`config.mk`:
```
export PLATFORM = sky130hd
export DESIGN_NAME = lav_scale
export DESIGN_NICKNAME = d
export VERILOG_FILES = /design/src/lav_pkg.sv /design/src/lav_scale.sv
export SDC_FILE = /design/constraint.sdc
export NUM_CORES = 1
export LEC_CHECK = 0
export BUFFER_PORTS_ARGS = -buffer_cell sky130_fd_sc_hd__buf_2
export CAP_MARGIN = 20
export CORE_ASPECT_RATIO = 1.5
export CORE_MARGIN = 2
export CORE_UTILIZATION = 52
export CTS_CLUSTER_DIAMETER = 60
export DETAILED_ROUTE_END_ITERATION = 12
export PLACE_DENSITY = 0.72
export SYNTH_ARGS = -nofsm -noshare
export SYNTH_HDL_FRONTEND = slang
export SYNTH_SLANG_ARGS = --single-unit
```
`constraint.sdc`:
```
create_clock -name clk -period 5.3 [get_ports clk]
set_input_delay 1.06 -clock clk [delete_from_list [all_inputs] [get_ports clk]]
set_output_delay 1.06 -clock clk [all_outputs]
set_load 0.005 [all_outputs]
```
`src/lav_pkg.sv`:
```
// Shared constants and types for the look-at view matrix pipeline.
package lav_pkg;

	localparam int WORD_W     = 32;
	localparam int FRAC_W     = 16;
	localparam int AXIS_W     = FRAC_W + 2;
	localparam int QUO_W      = FRAC_W + 1;
	localparam int MAG_W      = 48;
	localparam int LEAD_W     = 6;
	localparam int SCL_W      = 30;
	localparam int SCL_LEAD   = SCL_W - 1;
	localparam int SH_W       = 5;
	localparam int SQ_W       = 2 * SCL_W;
	localparam int SUM_W      = SQ_W + 2;
	localparam int RT_W       = SUM_W + 1;
	localparam int SQRT_STEPS = 32;
	localparam int DEN_W      = 32;
	localparam int REM_W      = 48;
	localparam int SCALE_LAT  = 3;
	localparam int NORM_LAT   = SCALE_LAT + 2 + SQRT_STEPS + QUO_W + 1;

	localparam logic [QUO_W-1:0] AXIS_ONE = QUO_W'(1) << FRAC_W;

	typedef struct packed {
		logic                   valid;
		logic [2:0]             neg;
		logic [2:0][MAG_W-1:0]  mag;
	} nin_t;

	typedef struct packed {
		logic                   valid;
		logic                   zero;
		logic [2:0]             neg;
		logic [2:0][SCL_W-1:0]  mag;
	} scl_t;

	typedef struct packed {
		logic                   valid;
		logic [2:0][AXIS_W-1:0] axis;
	} nout_t;

endpackage

```
`src/lav_scale.sv`:
```
// Three-stage block scaling of a sign-magnitude vector so its largest magnitude lands in [2^29, 2^30).
module lav_scale (
	input  logic          clk,
	input  logic          arst_n,
	input  lav_pkg::nin_t din,
	output lav_pkg::scl_t dout
);

	logic                                  valid_s1, valid_s2, valid_s3;
	logic [2:0]                            neg_s1, neg_s2, neg_s3;
	logic [2:0][lav_pkg::MAG_W-1:0]        mag_s1, mag_s2;
	logic [lav_pkg::MAG_W-1:0]             top_s1;
	logic                                  zero_s2, zero_s3;
	logic                                  rsh_s2;
	logic [lav_pkg::SH_W-1:0]              amt_s2;
	logic [2:0][lav_pkg::SCL_W-1:0]        mag_s3;

	logic [lav_pkg::MAG_W-1:0]             top_c;
	logic [lav_pkg::LEAD_W-1:0]            lead_c;
	logic                                  rsh_c;
	logic [lav_pkg::SH_W-1:0]              amt_c;

	always_comb begin
		top_c = din.mag[0];
		if (din.mag[1] > top_c) top_c = din.mag[1];
		if (din.mag[2] > top_c) top_c = din.mag[2];
	end

	always_comb begin
		lead_c = '0;
		for (int i = 0; i < lav_pkg::MAG_W; i++) begin
			if (top_s1[i]) lead_c = lav_pkg::LEAD_W'(i);
		end
		if (int'(lead_c) > lav_pkg::SCL_LEAD) begin
			rsh_c = 1'b1;
			amt_c = lav_pkg::SH_W'(int'(lead_c) - lav_pkg::SCL_LEAD);
		end else begin
			rsh_c = 1'b0;
			amt_c = lav_pkg::SH_W'(lav_pkg::SCL_LEAD - int'(lead_c));
		end
	end

	always_ff @(posedge clk or negedge arst_n) begin
		if (!arst_n) begin
			valid_s1 <= 1'b0;
			valid_s2 <= 1'b0;
			valid_s3 <= 1'b0;
		end else begin
			valid_s1 <= din.valid;
			valid_s2 <= valid_s1;
			valid_s3 <= valid_s2;
		end
	end

	always_ff @(posedge clk) begin
		neg_s1  <= din.neg;
		mag_s1  <= din.mag;
		top_s1  <= top_c;
		neg_s2  <= neg_s1;
		mag_s2  <= mag_s1;
		zero_s2 <= (top_s1 == '0);
		rsh_s2  <= rsh_c;
		amt_s2  <= amt_c;
		neg_s3  <= neg_s2;
		zero_s3 <= zero_s2;
		for (int i = 0; i < 3; i++) begin
			// right shift truncates, left shift is exact
			mag_s3[i] <= rsh_s2 ? lav_pkg::SCL_W'(mag_s2[i] >> amt_s2)
			                    : lav_pkg::SCL_W'(mag_s2[i] << amt_s2);
		end
	end

	assign dout = '{valid: valid_s3, zero: zero_s3, neg: neg_s3, mag: mag_s3};

endmodule

```
==> flow_summary_export.csv <==
group,metric,value,unit
status,status,"completed",
timing,hold_violations,0,
worst_hold_path,hp-class,"in2async",
layout,utilization,62.6,%
floorplan,die_area,49100,sq um
worst_setup_path,crit_arrival,5630,ps
layout,fillers,3951,
detailed_routing,first_pass_iters,6,
detailed_routing,drc,0,
pwr,peakVddDrop,0.000367,V
yosys,netlist_area,24600,sq um
yosys,synth-edff-count,0,
clock_network,clock_path_buffers,3,
pwr,leakagePower,13.7,nW
worst_setup_path,crit_family,"compound AO/OA/AOI/OAI gates",
global_route,grt_max_degree,156,
worst_setup_path,crit_chain,"buf_2 -> inv_1 -> ha_1 -> nand4_1 -> nor4b_2 -> buf_4 -> nand4_1 -> a31oi_2 -> nor4_4 -> a21oi_4 -> buf_12 -> buf_12 -> mux2i_1 -> ha_1 -> a211oi_1 -> a31oi_1 -> a211o_1 -> o31ai_1 -> a21oi_4 -> buf_12 -> buf_12 -> mux2i_2",
floorplan,start_util,52.6,%
yosys,yosysSeqAreaShare,36.4,%
yosys,yosys.area.top_type,"dfxtp_1",
timing,clock_skew,40.1,ps
placed_design,dp_hpwl,74900,um
pwr,power.density,554,nW/um^2
worst_setup_path,path_buf_inv,7,
yosys,synth_cells,2588,
clock_network,ctsHtreeMaxLevel,2,
placed_design,gp_congestion,0.998,
yosys,synth_cell_types,67,
detailed_routing,drt_wl_total,95700,um
clock_network,path_clk_slew,70,ps
clock_network,cts_buffers,44,
detailed_routing,drt-initial-drc-count,1899,
detailed_routing,vias,22031,
global_route,grt_pass1_vias,21998,
global_route,overflow,0,
floorplan,die_w,182,um
placed_design,dpl_worst_slack,-676,ps
layout,layout.area.seq,8970,sq um
detailed_routing,drtAntennaViolNets,0,
worst_setup_path,cp-end-kind,"register",
yosys,synth_top_area_share,36.1,%
yosys,async_flop_share,0.673,%
timing,max_freq,194,MHz
layout,drive_above_1_share,24.6,%
clock_network,cts-root-buf,"clkbuf_16",
layout,final_cell_count_no_fill,3542,
placed_design,numPlacedInstances,3454,
floorplan,rows,97,
yosys,yosysMostFrequentCell,"dfxtp_1",
timing,setup_violations,0,
timing,maxSlewHeadroom,33.0,%
layout,area_growth,19.0,%
global_route,antenna_found_initial,3,
global_route,grt_usage,38.4,%
yosys,synth_warnings,0,
timing,worstMarginPinSlew,989,ps
timing,period_share,97.2,%
yosys,synth_nets,2839,
yosys,synth_top_cells_by_count,"dfxtp_1, mux2i_1, nor2_1, a21oi_1, nand2_1",
global_route,grt_pass1_wl,139000,um
floorplan,num_io_pins,245,
clock_network,cts_tree,"done",
detailed_routing,wl_per_cell,27.0,um
placed_design,place_area,27600,sq um
layout,design_area,29300,sq um
floorplan,core_area,46700,sq um
timing,setup_slack,149,ps
worst_setup_path,critPathSlowestCell,"o31ai_1",
worst_setup_path,critPathRequiredTime,5780,ps
worst_setup_path,slowest_delay,390,ps
worst_setup_path,cp_max_fo,18,
timing,min_period,5150,ps
yosys,synth-main-ff-cell,"dfxtp_1",
clock_network,worstSkewPairLatency,580,ps
worst_setup_path,critical_path_class,"in2reg",
layout,multi_input_area,14500,sq um
job,maxCapViolations,0,
timing,slew_viol_final,0,
detailed_routing,viasPerCell,6.22,
yosys,syn_avg_cell_area,9.50,sq um
clock_network,cts_sinks,446,
floorplan,die_h,270,um
worst_setup_path,cp_common_cell,"buf_12",
clock_network,hold_buffers,0,
timing,setup-tns-final,0,ps
worst_setup_path,critPathLaunchType,"input port",
placed_design,port_buffers,244,
layout,nets,3162,
yosys,ys_ff_latch,446,
yosys,synthTopCellsByArea,"dfxtp_1, mux2i_1, mux4_2",
-- state kept, by name, summed over array words and instances (netlist names), 3 cells and up --
signal / cells
mag_s1: 144
top_s1: 48
neg_s1: 3
neg_s3: 3
neg_s2: 3
mag_s2: 144
amt_s2: 5
dout: 90
-- power breakdown --
group | switching, mW | leakage (nW) | total (mW) | internal, mW
registers | 0.422 | 3.77 | 4.37 | 3.95
logic | 5.22 | 9.11 | 8.52 | 3.29
clock network | 1.47 | 0.773 | 3.33 | 1.87
-- per-layer routing --
layer	up-vias	track usage, %	wire, um	part of all wire, %
li1	10090	-	-	-
met1	10556	43.9	35300	37
met2	1046	64.6	45500	48
met3	337	4.46	5580	5.8
met4	2	31.5	9360	9.8
met5	-	0	13	0.014
-- what timing repair did --
item	CTS	global route
gates resized for setup	1	12
buffers inserted	4	1
setup endpoints to repair	46	48
pin swaps	1	4
-- stage by stage --
step                      power (mW)  hold WS, ps
after floorplan                 9.56          310
after global placement          12.6          311
after detailed placement        12.7          312
after CTS                       16.0          262
after global routing            16.8          267
final                           16.2          278
-- cells in the final DEF (no fill, tap or decap), types with 6 or more instances in the layout --
master	n
a211oi_1	16
a21o_1	9
a21oi_1	181
a22oi_1	25
a31oi_1	17
a32oi_1	6
and2_1	7
and4_1	8
buf_12	13
buf_2	244
buf_4	208
clkbuf_16	47
clkinv_2	8
dfxtp_1	437
dfxtp_4	6
ha_1	101
inv_1	118
inv_6	7
mux2_1	31
mux2_2	22
mux2i_1	350
mux4_2	119
nand2_1	129
nand2b_1	24
nand3_1	22
nand4_1	14
nor2_1	316
nor2b_1	11
nor3_1	38
nor3b_1	6
nor4_1	10
o211ai_1	27
o21a_1	39
o21ai_0	91
o21ai_1	71
o221ai_1	16
o22ai_1	48
or3_1	9
-- layout make-up --
cell class	count	area share, %
clock inverter	31	1.18
antenna	1	0.00855
inverter	124	1.61
clock buffer	51	4.17
multi-input combinational	1830	49.4
timing repair buffer	465	10.4
tap	594	2.54
sequential	446	30.6
-- path summary, 6_finish.rpt --
kind	slack, ps	cells past startpoint	from	end
min in group clk	310	0	mag_s1[18]	mag_s2[18]
max in group asynchronous	4920	1	arst_n	valid_s2
worst min-delay path	280	1	arst_n	valid_s1
worst max-delay path	150	22	din[44]	top_s1[35]
worst min register to register	310	0	mag_s1[18]	mag_s2[18]
worst max register to register	1940	12	top_s1[5]	amt_s2[3]
-- logic make-up (layout without fill, tap and decap cells) --
logic type,Yosys count,in the layout,share of synthesized area (%)
AO/OA/AOI/OAI,591,591,14.6
XOR/XNOR,2,2,0.0712
adder cells (fa/ha/maj),101,101,5.14
buffers and inverters,312,671,5.15
flip-flops,446,446,36.4
multiplexers,525,525,27.7
other,0,1,0
AND/OR/NAND/NOR,611,611,11.0
Note: power is estimated with default switching activity, not from simulation.
